File: src/rtl/iosd_pkg.sv
// Package for the IR obstacle steering decider.
// Holds the channel payload types, action codes, register indexes and fixed constants.
// No dependencies.
package iosd_pkg;

  localparam int SMP_W  = 12;
  localparam int DUTY_W = 16;
  localparam int QUOT_W = 15;

  // Distance numerator pre-divided by the sensor scale:
  // floor(floor(a/b)/c) equals floor(a/(b*c)).
  localparam logic [QUOT_W-1:0] DIST_QUOT = QUOT_W'(5324800 / 165);
  localparam logic [DUTY_W-1:0] DIST_MAX  = 16'hFFFF;
  localparam logic [7:0]        SPEED_GAIN   = 8'd225;
  localparam logic [10:0]       SPEED_OFFSET = 11'd2000;
  localparam logic [DUTY_W-1:0] STOP_DUTY    = 16'd1;

  localparam logic [2:0] ACT_STOP  = 3'd0;
  localparam logic [2:0] ACT_SPIN  = 3'd1;
  localparam logic [2:0] ACT_LEFT  = 3'd2;
  localparam logic [2:0] ACT_RIGHT = 3'd3;
  localparam logic [2:0] ACT_FWD   = 3'd4;

  localparam logic [1:0] CFG_SPIN_THR = 2'd0;
  localparam logic [1:0] CFG_TURN_THR = 2'd1;
  localparam logic [1:0] CFG_FULL     = 2'd2;
  localparam logic [1:0] CFG_SLOW     = 2'd3;

  localparam logic [1:0] SMP_RIGHT  = 2'd0;
  localparam logic [1:0] SMP_MIDDLE = 2'd1;
  localparam logic [1:0] SMP_LEFT   = 2'd2;

  typedef struct packed {
    logic             button_pressed;
    logic [SMP_W-1:0] sensor_right;
    logic [SMP_W-1:0] sensor_middle;
    logic [SMP_W-1:0] sensor_left;
  } iosd_in_t;

  typedef struct packed {
    logic [2:0]        action;
    logic [DUTY_W-1:0] duty_a;
    logic [DUTY_W-1:0] duty_b;
    logic              bridge_enable;
    logic              motor_b_reverse;
  } iosd_out_t;

  typedef struct packed {
    logic busy;
    logic done;
  } iosd_div_stat_t;

endpackage

File: src/rtl/iosd_if.sv
// Valid/ready channel interfaces for the IR obstacle steering decider.
// Depends on iosd_pkg for the payload types.
interface iosd_in_if import iosd_pkg::*; ();
  logic     valid;
  logic     ready;
  iosd_in_t data;
  modport source(output valid, output data, input ready);
  modport sink(input valid, input data, output ready);
endinterface

interface iosd_out_if import iosd_pkg::*; ();
  logic      valid;
  logic      ready;
  iosd_out_t data;
  modport source(output valid, output data, input ready);
  modport sink(input valid, input data, output ready);
endinterface

File: src/rtl/iosd_div.sv
// Shared radix-2 restoring divider: the distance constant over one sensor sample.
// One quotient bit per cycle; depends on iosd_pkg.
module iosd_div import iosd_pkg::*; (
  input  logic              clk,
  input  logic              rst_n,
  input  logic              start,
  input  logic [SMP_W-1:0]  divisor,
  output iosd_div_stat_t    stat,
  output logic [QUOT_W-1:0] quotient
);

  logic [QUOT_W-1:0] work_r, work_nxt;
  logic [SMP_W-1:0]  rem_r, rem_nxt;
  logic [SMP_W-1:0]  dvs_r;
  logic [3:0]        cnt_r;
  logic              busy_r;
  logic [SMP_W:0]    trial;
  logic              ge;

  // The dividend shifts out of the top of work_r while quotient bits enter at the bottom.
  always_comb begin
    trial    = {rem_r, work_r[QUOT_W-1]};
    ge       = trial >= {1'b0, dvs_r};
    rem_nxt  = ge ? SMP_W'(trial - {1'b0, dvs_r}) : trial[SMP_W-1:0];
    work_nxt = {work_r[QUOT_W-2:0], ge};
  end

  always_ff @(posedge clk) begin
    if (!rst_n) begin
      busy_r <= 1'b0;
      cnt_r  <= '0;
    end else if (start) begin
      busy_r <= 1'b1;
      cnt_r  <= 4'(QUOT_W - 1);
      work_r <= DIST_QUOT;
      rem_r  <= '0;
      dvs_r  <= divisor;
    end else if (busy_r) begin
      work_r <= work_nxt;
      rem_r  <= rem_nxt;
      cnt_r  <= cnt_r - 4'd1;
      if (cnt_r == 4'd0) begin
        busy_r <= 1'b0;
      end
    end
  end

  assign stat.busy = busy_r;
  assign stat.done = busy_r && (cnt_r == 4'd0);
  assign quotient  = work_r;

endmodule

File: src/rtl/ir_obstacle_steering_decider_unit.sv
// Top level of the IR obstacle steering decider: sequencer, speed step and decision.
// Depends on iosd_pkg, iosd_if and iosd_div.
//
// Each accepted transaction toggles the run flag when its button bit is set and yields
// exactly one result transaction. A stopped transaction goes straight to the output
// register. A running one passes its three samples one after another through the
// single shared divider, each loaded, divided and scaled to a speed, then loads the
// output register once it is free. The input is not ready while a transaction is in
// work; the output register lets a new transaction enter while the previous result
// still waits to be taken. Configuration registers take effect on the next transaction
// if the user writes them between transactions; the block does not enforce this.
module ir_obstacle_steering_decider_unit import iosd_pkg::*; (
  input  logic              clk,
  input  logic              rst_n,
  iosd_in_if.sink           in_ch,
  iosd_out_if.source        out_ch,
  input  logic              cfg_we,
  input  logic [1:0]        cfg_index,
  input  logic [DUTY_W-1:0] cfg_data
);

  typedef enum logic [2:0] {
    S_IDLE,
    S_START,
    S_DIV,
    S_SPEED,
    S_OUT
  } state_t;

  state_t            state_r;
  logic [DUTY_W-1:0] spin_thr_r, turn_thr_r, full_duty_r, slow_duty_r;
  logic              run_r;
  logic              b_rev_r;
  logic [SMP_W-1:0]  smp_r [3];
  logic [DUTY_W-1:0] spd_r [3];
  logic [1:0]        idx_r;
  logic              out_valid_r;
  iosd_out_t         out_r;

  iosd_div_stat_t    div_stat;
  logic [QUOT_W-1:0] quot;
  logic              div_start;
  logic [SMP_W-1:0]  cur_smp;
  logic [DUTY_W-1:0] dist_val;
  logic [23:0]       spd_full;
  logic [DUTY_W-1:0] spd_nxt;
  logic              in_acc;
  logic              run_nxt;
  logic              do_spin, do_left, do_right;
  iosd_out_t         res;
  logic              b_rev_nxt;

  assign in_acc    = in_ch.valid && in_ch.ready;
  assign run_nxt   = run_r ^ in_ch.data.button_pressed;
  assign cur_smp   = smp_r[idx_r];
  assign div_start = (state_r == S_START);

  iosd_div u_div (
    .clk      (clk),
    .rst_n    (rst_n),
    .start    (div_start),
    .divisor  (cur_smp),
    .stat     (div_stat),
    .quotient (quot)
  );

  // A zero sample means the farthest distance, so the speed saturates.
  always_comb begin
    dist_val = (cur_smp == '0) ? DIST_MAX : {1'b0, quot};
    spd_full = 24'(dist_val) * 24'(SPEED_GAIN) + 24'(SPEED_OFFSET);
    spd_nxt  = (spd_full > {8'd0, full_duty_r}) ? full_duty_r : spd_full[DUTY_W-1:0];
  end

  // Left wins a tie when both side conditions hold.
  always_comb begin
    do_spin  = spd_r[SMP_MIDDLE] <= spin_thr_r;
    do_left  = (spd_r[SMP_RIGHT] <= turn_thr_r) && (spd_r[SMP_LEFT] >= spd_r[SMP_RIGHT]);
    do_right = (spd_r[SMP_LEFT] <= turn_thr_r) && (spd_r[SMP_RIGHT] >= spd_r[SMP_LEFT]);
    res.bridge_enable = run_r;
    res.duty_a        = full_duty_r;
    res.duty_b        = full_duty_r;
    b_rev_nxt         = 1'b0;
    if (!run_r) begin
      res.action = ACT_STOP;
      res.duty_a = STOP_DUTY;
      res.duty_b = STOP_DUTY;
      b_rev_nxt  = b_rev_r;
    end else if (do_spin) begin
      res.action = ACT_SPIN;
      b_rev_nxt  = 1'b1;
    end else if (do_left) begin
      res.action = ACT_LEFT;
      res.duty_b = slow_duty_r;
    end else if (do_right) begin
      res.action = ACT_RIGHT;
      res.duty_a = slow_duty_r;
    end else begin
      res.action = ACT_FWD;
    end
    res.motor_b_reverse = b_rev_nxt;
  end

  always_ff @(posedge clk) begin
    if (!rst_n) begin
      state_r     <= S_IDLE;
      run_r       <= 1'b0;
      b_rev_r     <= 1'b0;
      out_valid_r <= 1'b0;
      idx_r       <= SMP_RIGHT;
      spin_thr_r  <= 16'd4500;
      turn_thr_r  <= 16'd5500;
      full_duty_r <= 16'd18750;
      slow_duty_r <= 16'd1000;
    end else begin
      if (cfg_we) begin
        unique case (cfg_index)
          CFG_SPIN_THR: spin_thr_r  <= cfg_data;
          CFG_TURN_THR: turn_thr_r  <= cfg_data;
          CFG_FULL:     full_duty_r <= cfg_data;
          CFG_SLOW:     slow_duty_r <= cfg_data;
          default:      ;
        endcase
      end

      // In S_OUT the output register is reloaded instead of cleared.
      if (out_valid_r && out_ch.ready && (state_r != S_OUT)) begin
        out_valid_r <= 1'b0;
      end

      unique case (state_r)
        S_IDLE: begin
          if (in_acc) begin
            run_r             <= run_nxt;
            smp_r[SMP_RIGHT]  <= in_ch.data.sensor_right;
            smp_r[SMP_MIDDLE] <= in_ch.data.sensor_middle;
            smp_r[SMP_LEFT]   <= in_ch.data.sensor_left;
            idx_r             <= SMP_RIGHT;
            state_r           <= run_nxt ? S_START : S_OUT;
          end
        end
        S_START: begin
          state_r <= S_DIV;
        end
        S_DIV: begin
          if (div_stat.done) begin
            state_r <= S_SPEED;
          end
        end
        S_SPEED: begin
          spd_r[idx_r] <= spd_nxt;
          if (idx_r == SMP_LEFT) begin
            state_r <= S_OUT;
          end else begin
            idx_r   <= idx_r + 2'd1;
            state_r <= S_START;
          end
        end
        S_OUT: begin
          if (!out_valid_r || out_ch.ready) begin
            out_r       <= res;
            out_valid_r <= 1'b1;
            b_rev_r     <= b_rev_nxt;
            state_r     <= S_IDLE;
          end
        end
        default: state_r <= S_IDLE;
      endcase
    end
  end

  assign in_ch.ready  = (state_r == S_IDLE);
  assign out_ch.valid = out_valid_r;
  assign out_ch.data  = out_r;

endmodule

File: src/flat_wrapper.sv
// flat-port wrapper written by rule: the top's interface ports become plain ports
module ir_obstacle_steering_decider_unit_flat import iosd_pkg::*;
  (clk, rst_n, cfg_we, cfg_index, cfg_data, in_ch_valid, in_ch_data, in_ch_ready, out_ch_valid, out_ch_data, out_ch_ready);
  iosd_in_if in_ch_i ();
  iosd_out_if out_ch_i ();
  input  logic clk;
  input  logic rst_n;
  input  logic cfg_we;
  input  logic [1:0] cfg_index;
  input  logic [DUTY_W-1:0] cfg_data;
  input wire logic [$bits(in_ch_i.valid)-1:0] in_ch_valid;
  input wire logic [$bits(in_ch_i.data)-1:0] in_ch_data;
  output wire logic [$bits(in_ch_i.ready)-1:0] in_ch_ready;
  output wire logic [$bits(out_ch_i.valid)-1:0] out_ch_valid;
  output wire logic [$bits(out_ch_i.data)-1:0] out_ch_data;
  input wire logic [$bits(out_ch_i.ready)-1:0] out_ch_ready;
  assign in_ch_i.valid = in_ch_valid;
  assign in_ch_i.data = in_ch_data;
  assign in_ch_ready = in_ch_i.ready;
  assign out_ch_valid = out_ch_i.valid;
  assign out_ch_data = out_ch_i.data;
  assign out_ch_i.ready = out_ch_ready;
  ir_obstacle_steering_decider_unit u_core (.clk(clk), .rst_n(rst_n), .in_ch(in_ch_i), .out_ch(out_ch_i), .cfg_we(cfg_we), .cfg_index(cfg_index), .cfg_data(cfg_data));
endmodule
File: config.mk
export PLATFORM = sky130hd
export DESIGN_NAME = ir_obstacle_steering_decider_unit_flat
export DESIGN_NICKNAME = d
export VERILOG_FILES = /design/src/rtl/iosd_pkg.sv /design/src/rtl/iosd_if.sv /design/src/rtl/iosd_div.sv /design/src/rtl/ir_obstacle_steering_decider_unit.sv /design/src/flat_wrapper.sv
export SDC_FILE = /design/constraint.sdc
export NUM_CORES = 1
export LEC_CHECK = 0
export BUFFER_PORTS_ARGS = -buffer_cell sky130_fd_sc_hd__clkbuf_2
export CAP_MARGIN = 0
export CORE_MARGIN = 5
export CORE_UTILIZATION = 42
export DETAILED_ROUTE_END_ITERATION = 10
export SYNTH_ARGS = -nofsm -noshare
export SYNTH_HDL_FRONTEND = slang
export SYNTH_SLANG_ARGS = --single-unit
File: constraint.sdc
create_clock -name clk -period 13.4 [get_ports clk]
set_input_delay 0 -clock clk [delete_from_list [all_inputs] [get_ports clk]]
set_output_delay 0 -clock clk [all_outputs]
set_load 0.01 [all_outputs]
==> metrics list, run 1 <==
- The flow ran to the end, and the final reports show no timing, DRC or antenna violations.
* 1st-pass router iterations: 5
- The largest total area in the synthesized netlist belongs to edfxtp_1.
- Summed over all nets, the half-perimeter wirelength after detailed placement is 25200 um.
- Number of unique standard cell types used by synthesis: 70
- The first global-routing pass estimated 53900 um of wire.
- Routed Wire Length: 33300 um
- Of the cells placed in the final design, the portion with a size suffix greater than 1 is 13.3%.
- Input and output buffers added on the ports amount to 98.
- Summed over all cells, the static leakage comes to 0.00702 uW.
* Maximum vdd ir drop: 83.5 uV
* Most common cell in the synthesized netlist: nand2_1
* Total DRC errors in the routed layout: 0
- The total area inside the core boundary comes to 33300 um2.
- For this run, asynchronously set or reset flops after synthesis account for 0%.
- Simple-gate portion of the synthesized area: 13.3%
- Worst path arrival time: 8.45 ns
- Yosys printed 0 warnings.
- TritonCTS built the clock tree.
- Dominant combinational cell family by area after synthesis: adder cells
- Routed wire length per instance: 17.0 um
* Headroom to the max-slew limit: 43.0%
- The worst setup path is captured at a register.
* Top post-synthesis cells by area: edfxtp_1 34%, ha_1 14%, dfxtp_1 11%
* Pwr per Cell Area: 140 nW/um2
* Cell with the largest stage delay on the worst path: dfxtp_1
- In this run the clock root is driven by a clkbuf_16.
- In this run the biggest area consumer among cell types represents 34.1% of the synthesized area.
- Between clock sinks in the finished design, the worst skew comes to 0.0230 ns.
* Maximum number of pins on one net before global-route repair: 80
- In the routed layout, each cell is associated on average with a via count of 5.18.
- The setup path with the least slack is of type register to register.
* Required arrival time at the worst endpoint: 13.67 ns
- Biggest fanout along the worst timing path: 35
- CTS sink count: 239
- For this design the top-level I/O count stands at 99.
- At the pin with the least slew margin, the transition time is 0.855 ns.
- The portion of synthesized area spent on multiplexers is 4.70%.
- Pre-CTS setup slack: 5.15 ns
- Core Util, Final: 49.7%
* Count of endpoints failing hold in the final timing report: 0
- Period Utilization, post-route: 61.1%
* Most used flip-flop cell after synthesis: edfxtp_1
* Slowest stage delay, CP: 0.76 ns
- Gate Count Post-Synth: 1343
- The tool flagged a number of max-cap violations equal to 0.
* Crit path time final: 8.19 ns
* Post-CTS setup repair buffer count: 0
- Summing over every cut layer, the via total after detailed routing is 10100.
- GRT Util Overall: 18.1%
- First DRT Iteration DRCs: 671
- Clock tree synthesis inserted a total of 27 buffers.
- Xor/xnor share of the synthesized area: 1.99%
- Fraction of the mapped netlist area in adder cells: 16.6%
* HP Class: input port to register
- The count of nets left with antenna violations once routing finished came out at 0.
- Summed over all failing endpoints, the final setup total negative slack is 0 ns.
* Ranking of synthesized cells by instance count: 187 x nand2_1, 161 x ha_1, 160 x edfxtp_1
* Dominant cell type by count on the critical path: ha_1
* Setup repair after global routing missed its margin: false
- Synthesis produced a netlist with a net count of 1580.
- Post-Synthesis Mean Instance Area: 10.5 um2
- 0 antenna diodes ended up in the layout.
- Die area: 37300 um2
- Sequential cells were found to cover 45.4% of the synthesized design area.
- EDFF count, synth: 160
- At the end of routability-driven placement, the weighted congestion stood at 0.882.
- Clock latency on the worst-skew pair, taken at its later pin, is 0.54 ns.
- The number of gates resized after CTS was 0.
- Setup violations remaining at the end of the flow were counted as 0.
- The worst setup path is launched from a register.
* Compound-Gate Fraction of Synth Area: 12.8%
- Static timing analysis puts the maximum clock frequency at 0.122 GHz.
- Initial Utilization: 42.3%
- For this run, the post-layout net count is 1724.
- Count of standard-cell rows: 67
- Y dimension of the die: 193 um
* Chip Width: 193 um
- The number of global-route vias before repair was 10100.
- Number of inserted filler cells in the final layout: 3023
- The final-report max-slew violation count was 0.
* Grt total ovfl: 0
* Final worst slack: 5.21 ns
- The synthesized netlist occupies a cell area of 14100 um2.
* Number of antenna violations at the first check in global routing: 0
- Relative to the synthesized area, the layout overhead comes to 17.5%.
* H-tree level count: 1
- No sink is reached through more buffers than the 3 on the longest clock path.
* Clock-pin slew on the worst setup and hold paths: 0.06 ns
* Number of register bits inferred by synthesis: 239
power breakdown:
part	internal (uW)	switching, uW	leakage, uW
sequential	833	20.8	0.00209
clock	527	292	0.000485
combinational	266	380	0.00445
total	1630	693	0.00702
flip-flops by register name, indices dropped and copies added, names as in the netlist, 3 cells and up, named ones only:
register and cells:
u_core.smp_r 36, u_core.u_div.rem_r 12, u_core.out_ch.data 37, u_core.full_duty_r 16, u_core.u_div.dvs_r 12, u_core.spin_thr_r 16, u_core.turn_thr_r 16, u_core.u_div.quotient 15
u_core.slow_duty_r 16, u_core.u_div.cnt_r 4, u_core.state_r 3, u_core.spd_r 48
final timing paths:
path                                             start                      to  slack [ns]  cells after the start
worst max-delay path                          register      u_core.spd_r[2][6]        5.21                     29
worst min-delay path                      cfg_index[0]   u_core.spin_thr_r[10]        0.09                      5
worst max register to register                register      u_core.spd_r[2][6]        5.21                     29
worst min register to register  u_core.slow_duty_r[11]  u_core.slow_duty_r[11]        0.47                      2
repair_timing:
item	CTS	global route
hold buffers	56	0
endpoints found under the hold margin	109	0
setup endpoints to repair	0	0
cells in the final DEF (no fill, tap or decap), drive strengths merged, types with 18 or more instances in the layout:
cell type / instances
edfxtp: 160
a21oi: 50
o211ai: 30
mux2i: 50
o21ai: 47
dlygate4sd3: 56
nor2: 47
nand2: 187
inv: 128
nand4: 22
nand3: 26
a21o: 31
or2: 18
xnor2: 19
clkbuf: 134
ha: 161
dfxtp: 79
a21boi: 44
metrics by stage:
stage / area, um2 / instances / hold slack (ns) / total power [uW]
2_1_floorplan: 14100 / 1343 / 0.0989 / 1350
3_3_place_gp: 15000 / 1850 / 0.177 / 1490
3_5_place_dp: 15000 / 1850 / 0.179 / 1500
4_1_cts: 16500 / 1956 / 0.0482 / 2340
5_1_grt: 16500 / 1956 / 0.0945 / 2470
6_report: 16500 / 1956 / 0.0859 / 2320
area by class of cell:
type	count	area, um2	share of cell area, %
well taps	448	561	3.39
repair buffers	165	1130	6.85
clock inverters	14	256	1.55
clock buffers	36	749	4.53
multi-input cells	927	6970	42.2
flip-flops and latches	239	6390	38.6
inverters	127	477	2.88
critical path: cells and delay by family, from the launching register on:
family	cells	cell delay, ns
buffers and inverters	3	0.42
xor gates and xnor gates	2	0.39
DFF	1	0.76
adders and majority gates	6	2.09
and+or+nand+nor	9	2.05
muxes	2	0.76
AOI/OAI and AO/OA	7	1.42
layer usage:
| layer | part of all wire (%) | track usage, % | vias to the layer above |
|---|---|---|---|
| li1 | - | - | 5071 |
| met1 | 46 | 24.6 | 4799 |
| met2 | 48 | 31.8 | 221 |
| met3 | 4.0 | 1.93 | 36 |
| met4 | 1.8 | 3.46 | 0 |
| met5 | 0 | 0 | - |
cells by family after synthesis:
kind of cell | count (synthesis)
and+or+nand+nor | 392
adders and majority gates | 177
xor gates and xnor gates | 32
DFF | 239
buffers and inverters | 177
muxes | 61
AOI/OAI and AO/OA | 265
Power figures use the tool's default switching activity.
==> run 2, diff against run 1 <==
==> constraint.sdc (replaced) <==
create_clock -name clk -period 7.8 [get_ports clk]
set_input_delay 0 -clock clk [delete_from_list [all_inputs] [get_ports clk]]
set_output_delay 0 -clock clk [all_outputs]
set_load 0.01 [all_outputs]
==> run 2 against run 1 <==
Net effect:
- fmax grew 13%
- clock skew shrank 0.0021 ns
- via count grew 0.16%
- total power grew 62%
- register-to-register slack lost 4.6 ns
- sequential power grew 72%
- global-route usage shrank 0.28 points
- critical path type unchanged
- highest routed layer unchanged
==> metrics list, run 2 (same netlist as run 1, synthesis figures left out) <==
- The combinational share of power came to 29.4% (+1.5 points).
- Maxcap violations: 0 (unchanged)
- The relative contribution of the clock network to total power is 31.6% (-3.7 points).
- Worst Skew: 0.0209 ns (-0.00210 ns)
- Post-route design area: 16400 um2 (-0.79%)
* Net count, final: 1727 (+0.17%)
* Cell area after placement: 15000 um2 (about the same)
- Sequential fraction of design power: 39.0% (+2.2 points)
* Count of standard-cell rows: 67 (unchanged)
* Count of endpoints failing hold in the final timing report: 0 (unchanged)
- The endpoint identified for the worst register-to-register timing path is u_core.spd_r[1][1].
* HP Class: input port to register
* Grt total ovfl: 0 (unchanged)
- The pin count of the biggest net entering global routing came to 80 (unchanged).
- Switch Pwr: 1180 uW (+71%)
- STA classifies the critical path startpoint as a register.
* CTS buffer count: 27 (unchanged)
- The worst setup timing slack at the placement stage is 0.108 ns (-5.04 ns).
* Leakage power: 0.00697 uW (-0.80%)
* Setup-violating endpoint count in the final report: 0 (unchanged)
- Final worst slack: 0.585 ns (-4.63 ns)
- Run status: finished clean
- The number of remaining DRC errors was 0 (unchanged).
- Worst slew pin tran: 1.20 ns (+0.341 ns)
* Crit-path leading delay family: adder cells
* Hold Path Sink: u_core.spin_thr_r[12]
- First DRT Iteration DRCs: 538 (-20%)
- The maximum fanout along the worst path is 24 (-31%).
- The total negative slack came to 0 ns (unchanged).
- Clock Latency Late Sink: 0.55 ns (about the same)
* Pwr per Cell Area: 229 nW/um2 (+63%)
* Number of buffers inserted by port buffering: 98 (unchanged)
- Number of top-level pins: 99 (unchanged)
- The H-tree depth was 1 (unchanged).
- Die area: 37300 um2 (unchanged)
- The clock sink count is 239 (unchanged).
- The clock input transition at the sequential cells of the worst setup and hold paths is 0.06 ns (about the same).
- The average detailed-routed wire length per instance was 16.9 um (-0.58%).
- The number of buffers and inverters on the critical path is 4 (+1).
- Capturing element type of the critical path: register
- Maximum vdd ir drop: 182 uV (+120%)
- Highest clock frequency the design can meet: 0.139 GHz (+13%)
- The headroom to the max-slew limit is 20.0% (-23 points).
- Chip Width: 193 um (unchanged)
* GRT Util Overall: 17.9% (-0.28 points)
* CTS max path bufs: 3 (unchanged)
- Among all stages on the critical path, the largest delay is contributed by fa_1.
- Slowest stage delay, CP: 0.48 ns (-0.28 ns)
- The antenna violation net count after detailed routing came to 0 (unchanged).
- Signed area change from the synthesized netlist to the final layout: 16.6%
- The switching share of total power came to 31.5% (+1.6 points).
* Ratio of routed vias to standard cells: 5.18 (about the same)
* Cell internal pwr: 2580 uW (+58%)
* Clock tree from TritonCTS: yes
- The number of diodes added for antenna fixing was 0 (unchanged).
- The overall via count from detail_route came to 10100 (+0.16%).
* Worst path arrival time: 7.47 ns (-0.98 ns)
- Vias in the first global route: 10100 (+0.88%)
* Number of instances on the worst hold path: 4 (-1)
- The critical path data required time came to 8.06 ns (-5.61 ns).
- In this run the clock root is driven by a clkbuf_16.
- Dominant cell type by count on the critical path: ha_1
- Crit path time final: 7.22 ns (-0.974 ns)
- The vertical extent of the die is 193 um (unchanged).
* Period Utilization, post-route: 92.5% (+31 points)
- Pins Over Slew Limit: 0 (unchanged)
- The reg-to-reg setup timing slack is 0.58 ns (-4.63 ns).
- The starting density of the core came to 42.3% (unchanged).
* Number of antenna violations at the first check in global routing: 0 (unchanged)
- The HPWL reported at the end of detailed placement is 25400 um (+0.98%).
- Setup repair after global routing left no endpoint under its margin.
- The detailed-route wire length was 33100 um (-0.43%).
- The layout cell share with drive strength beyond 1 came to 13.1% (-0.16 points).
* Classification of the worst setup path: register to register
- Global-route wire length before repair: 53400 um (-0.90%)
* Hold_sp: cfg_index[0]
- The flip-flop count of the largest register after layout came to 48 (unchanged).
- More flip-flops sit in one register than any other, and that register is u_core.spd_r.
* 1st-pass router iterations: 5 (unchanged)
- The total power after layout came to 3760 uW (+62%).
* Length in cells of the worst reg-to-reg path: 30 (+3.4%)
* Weighted congestion reported at the end of routability-driven placement: 0.889 (+0.73%)
- Core Box Area: 33300 um2 (unchanged)
* Most common cell after layout, fill and taps aside: nand2_1
- Leaving out fill and tap cells, the most frequent cells in the layout are 187 x nand2_1, 161 x ha_1, 160 x edfxtp_1.
[run 2: worst max path at each step]
stage	endpoint	slack, ns	from	cells past startpoint
after floorplan	u_core.spd_r[0][10]	0.92	register	33
after global placement	u_core.spd_r[2][15]	0.32	register	29
after detailed placement	u_core.spd_r[1][14]	0.11	register	29
after CTS	u_core.spd_r[2][14]	0.07	register	29
after global routing	u_core.spd_r[1][1]	0.02	register	30
final	u_core.spd_r[1][1]	0.58	register	30
[run 2: cell type report]
type | count | area, um2
Tap cell | 448 | 561
Timing Repair Buffer | 168 | 1170
Fill cell | 3075 | 16900
Clock inverter | 10 | 96.3
Inverter | 127 | 477
Multi-Input combinational cell | 927 | 6980
Clock buffer | 40 | 734
Sequential cell | 239 | 6390
[run 2: power by group through the flow]
stage / clock, uW / sequential [uW] / combinational [uW]
after floorplan: 0 / 1480 / 838
after global placement: 0 / 1490 / 1060
after detailed placement: 0 / 1490 / 1070
after CTS: 1220 / 1470 / 1110
after global routing: 1280 / 1470 / 1270
final: 1190 / 1470 / 1100
[run 2: routing by layer]
layer | global-route usage [%] | part of all wire [%]
met5 | 0 | 0
met3 | 2.47 | 4.7
met4 | 5.31 | 3.2
met1 | 23.4 | 45
met2 | 30.9 | 47
[run 2: stage by stage]
| step | instances | hold WS, ns | util (%) |
|---|---|---|---|
| 2_1_floorplan | 1343 | 0.0989 | - |
| 4_1_cts | 1957 | 0.0526 | 49.2 |
| 5_1_grt | 1959 | 0.0895 | 49.3 |
| 3_3_place_gp | 1851 | 0.177 | 45.0 |
| 6_report | 1959 | 0.0745 | 49.3 |
| 3_5_place_dp | 1851 | 0.179 | 45.0 |
[run 2: repair_timing]
action / 4_1_cts / 5_1_grt
setup endpoints to repair: 0 / 48
setup buffers: 0 / 2
hold endpoints to repair: 109 / 0
resized for setup: 0 / 2
hold buffers: 56 / 0
[run 2: worst register-to-register path: cells and delay by family (launching register included)]
family,cells,cell delay (ns)
mux,1,0.22
flops,1,0.31
compound gates,9,1.86
xor+xnor,2,0.31
simple gates,8,1.49
fa+ha+maj,6,1.99
buf+inv,4,0.75
==> run 3, diff against run 2 <==
--- a/config.mk
+++ b/config.mk
@@ -10,6 +10,7 @@
 export CORE_MARGIN = 5
 export CORE_UTILIZATION = 42
 export DETAILED_ROUTE_END_ITERATION = 10
+export HOLD_SLACK_MARGIN = 0.1
 export SYNTH_ARGS = -nofsm -noshare
 export SYNTH_HDL_FRONTEND = slang
 export SYNTH_SLANG_ARGS = --single-unit
==> run 3 against run 2 <==
Net effect:
- total power rose by 0.10%
- first-iteration DRC count rose by 2.2%
- combinational power barely moved
- sequential share of layout area fell by 0.17 points
- clock-buffer cell count did not move
- non-clock buffer count rose by 7
- utilization rose by 0.21 points
- sequential power barely moved
- critical path type unchanged
- critical endpoint unchanged
==> metrics list, run 3 (same netlist as run 1, synthesis figures left out) <==
- The run finished with clean final reports.
* CTS buffer count: 27 (unchanged)
- Y dimension of the die: 193 um (unchanged)
- The global-route usage over all layers was 17.9% (+0.027 points).
- Endpoint of the lowest-slack register-to-register path: u_core.spd_r[1][1]
* Maxcap violations: 0 (unchanged)
- Routed wire length per instance: 16.9 um (-0.12%)
- Pins Over Slew Limit: 0 (unchanged)
- The HPWL reported at the end of detailed placement was 25400 um (unchanged).
- The final setup skew is 0.0205 ns (-0.000325 ns).
- The final hold slack was 0.179 ns (+0.105 ns).
- Hold_sp: in_ch_data[19]
- The via count normalized by instance count was 5.18 (about the same).
- Slowest stage delay, CP: 0.48 ns (about the same)
- The slowest stage of the critical path is the fa_1 cell.
- The headroom to the max-slew limit is 19.2% (-0.81 points).
- Register name with the most flops: u_core.spd_r
- The count of endpoints failing setup in the final report came to 0 (unchanged).
- Clock Latency Late Sink: 0.55 ns (about the same)
- Length in cells of the worst reg-to-reg path: 30 (unchanged)
- The starting density of the core was 42.3% (unchanged).
- Sum of negative setup slack: 0 ns (unchanged)
* Worst path arrival time: 7.48 ns (about the same)
- Root cell of the clock tree: clkbuf_16
- The cell internal power dissipation was 2580 uW (about the same).
- Maximum number of pins on one net before global-route repair: 80 (unchanged)
- Required arrival time at the worst endpoint: 8.06 ns (about the same)
* Net count, final: 1734 (+0.41%)
- The number of remaining DRC errors came to 0 (unchanged).
* Switch Pwr: 1190 uW (+0.17%)
- The number of antenna violations at the first check in global routing came to 0 (unchanged).
- 1st-pass router iterations: 5 (unchanged)
* Weighted congestion reported at the end of routability-driven placement: 0.889 (unchanged)
* Maximum vdd ir drop: 182 uV (about the same)
- The clock sink count was 239 (unchanged).
- The relative contribution of the clock network to total power is 31.6% (about the same).
- The flip-flop count of the largest register after layout was 48 (unchanged).
* Core Box Area: 33300 um2 (unchanged)
- Chip Width: 193 um (unchanged)
- The proportion of power drawn by flip-flops and latches came to 39.0% (about the same).
- The clock input transition at the sequential cells of the worst setup and hold paths is 0.06 ns (about the same).
- Capturing element type of the critical path: register
- Hold Path Sink: u_core.smp_r[1][7]
* H-tree level count: 1 (unchanged)
- The share of the clock period used by the worst path after layout came to 92.6% (about the same).
* Number of antenna cells inserted: 0 (unchanged)
- The actual slew at the worst max-slew pin came to 1.21 ns (+0.0122 ns).
- The final-layout fill cell count is 3069 (-0.20%).
- Slack of the worst reg-to-reg path: 0.58 ns (about the same)
- Most frequent cells in the layout: 187 x nand2_1, 161 x ha_1, 160 x edfxtp_1
* Number of instances on the worst hold path: 2 (-2)
* Global-route wire length before repair: 53600 um (+0.19%)
- In this design, the critical path's most frequently occurring cell is ha_1.
- Vias after detailed routing: 10200 (+0.37%)
* Highest clock frequency the design can meet: 0.139 GHz (about the same)
- Vias in the first global route: 10200 (+0.29%)
- First DRT Iteration DRCs: 550 (+2.2%)
- The largest buffer count on any clock path came to 3 (unchanged).
- Proportion of total power due to net switching: 31.5% (about the same)
- Share of layout cells above drive strength 1: 13.0% (-0.060 points)
- Crit path time final: 7.22 ns (+0.00385 ns)
- The worst setup path is launched from a register.
- The maximum fanout along the worst path is 24 (unchanged).
- Setup repair after global routing missed its margin: false
- The cell leakage power came to 0.00700 uW (+0.45%).
* Antenna Violating Nets Remaining: 0 (unchanged)
- The die area was 37300 um2 (unchanged).
- The combinational share of power came to 29.4% (about the same).
- Count of endpoints failing hold in the final timing report: 0 (unchanged)
- Most common cell after layout, fill and taps aside: nand2_1
- The sequential standard cell area was 6390 um2 (unchanged).
* Routed Wire Length: 33200 um (+0.24%)
* HP Class: input port to register
- The worst setup path is of the register to register kind.
* Pwr per Cell Area: 229 nW/um2 (-0.32%)
* Number of top-level pins: 99 (unchanged)
- Core Util, Final: 49.5% (+0.21 points)
* Signed area change from the synthesized netlist to the final layout: 17.1%
* Grt total ovfl: 0 (unchanged)
- Count of standard-cell rows: 67 (unchanged)
- Multi-input combinational cell area: 6980 um2 (unchanged)
* Number of buffers inserted by port buffering: 98 (unchanged)
* Clock tree from TritonCTS: yes
[run 3: cell types whose count changed in the layout (fill, tap and decap cells not counted)]
cell | before | now
dlygate4sd3_1 | 56 | 63
[run 3: worst max-delay path by stage]
stage | from | endpoint | cells past startpoint
after floorplan | register | u_core.spd_r[0][10] | 33
after global placement | register | u_core.spd_r[2][15] | 29
after detailed placement | register | u_core.spd_r[1][14] | 29
after CTS | register | u_core.spd_r[2][14] | 29
after global routing | register | u_core.spd_r[1][1] | 30
final | register | u_core.spd_r[1][1] | 30
[run 3: layout make-up]
type,instances,area share [%]
multi-input combinational,927,42.4
sequential,239,38.8
timing repair buffer,175,7.52
clock buffer,40,4.46
tap,448,3.40
inverter,127,2.89
clock inverter,10,0.585
[run 3: power by group through the flow]
| stage | registers (uW) | clock network (uW) | logic [uW] |
|---|---|---|---|
| 3_3_place_gp | 1490 | 0 | 1060 |
| 6_report | 1470 | 1190 | 1110 |
| 4_1_cts | 1470 | 1220 | 1110 |
| 5_1_grt | 1470 | 1280 | 1270 |
| 3_5_place_dp | 1490 | 0 | 1070 |
| 2_1_floorplan | 1480 | 0 | 838 |
[run 3: worst max-delay path, delay by kind of cell (launching register included)]
family	cells	cell delay, ns
AOI/OAI and AO/OA	9	1.86
xor gates and xnor gates	2	0.31
adders and majority gates	6	1.99
buffers and inverters	4	0.75
DFF	1	0.31
muxes	1	0.21
and+or+nand+nor	8	1.49
[run 3: metal layers]
metal / vias to the layer above / part of all wire (%) / track usage, %
li1: 5097 / - / -
met1: 4787 / 45 / 23.4
met2: 235 / 47 / 30.9
met3: 62 / 4.5 / 2.48
met4: 0 / 3.3 / 5.42
met5: - / 0 / 0
[run 3: timing repair]
action | CTS | global route
endpoints found under the setup margin | 0 | 48
hold buffers | 63 | 0
gates resized for setup | 0 | 2
endpoints found under the hold margin | 109 | 0
setup buffers | 0 | 2
[run 3: per-stage QoR]
stage / std cells / cell area (um2) / setup WS, ns / total power [uW]
2_1_floorplan: 1343 / 14100 / 0.915 / 2320
3_3_place_gp: 1851 / 15000 / 0.318 / 2550
3_5_place_dp: 1851 / 15000 / 0.108 / 2570
4_1_cts: 1964 / 16400 / 0.0740 / 3800
5_1_grt: 1966 / 16500 / 0.0234 / 4020
6_report: 1966 / 16500 / 0.581 / 3770
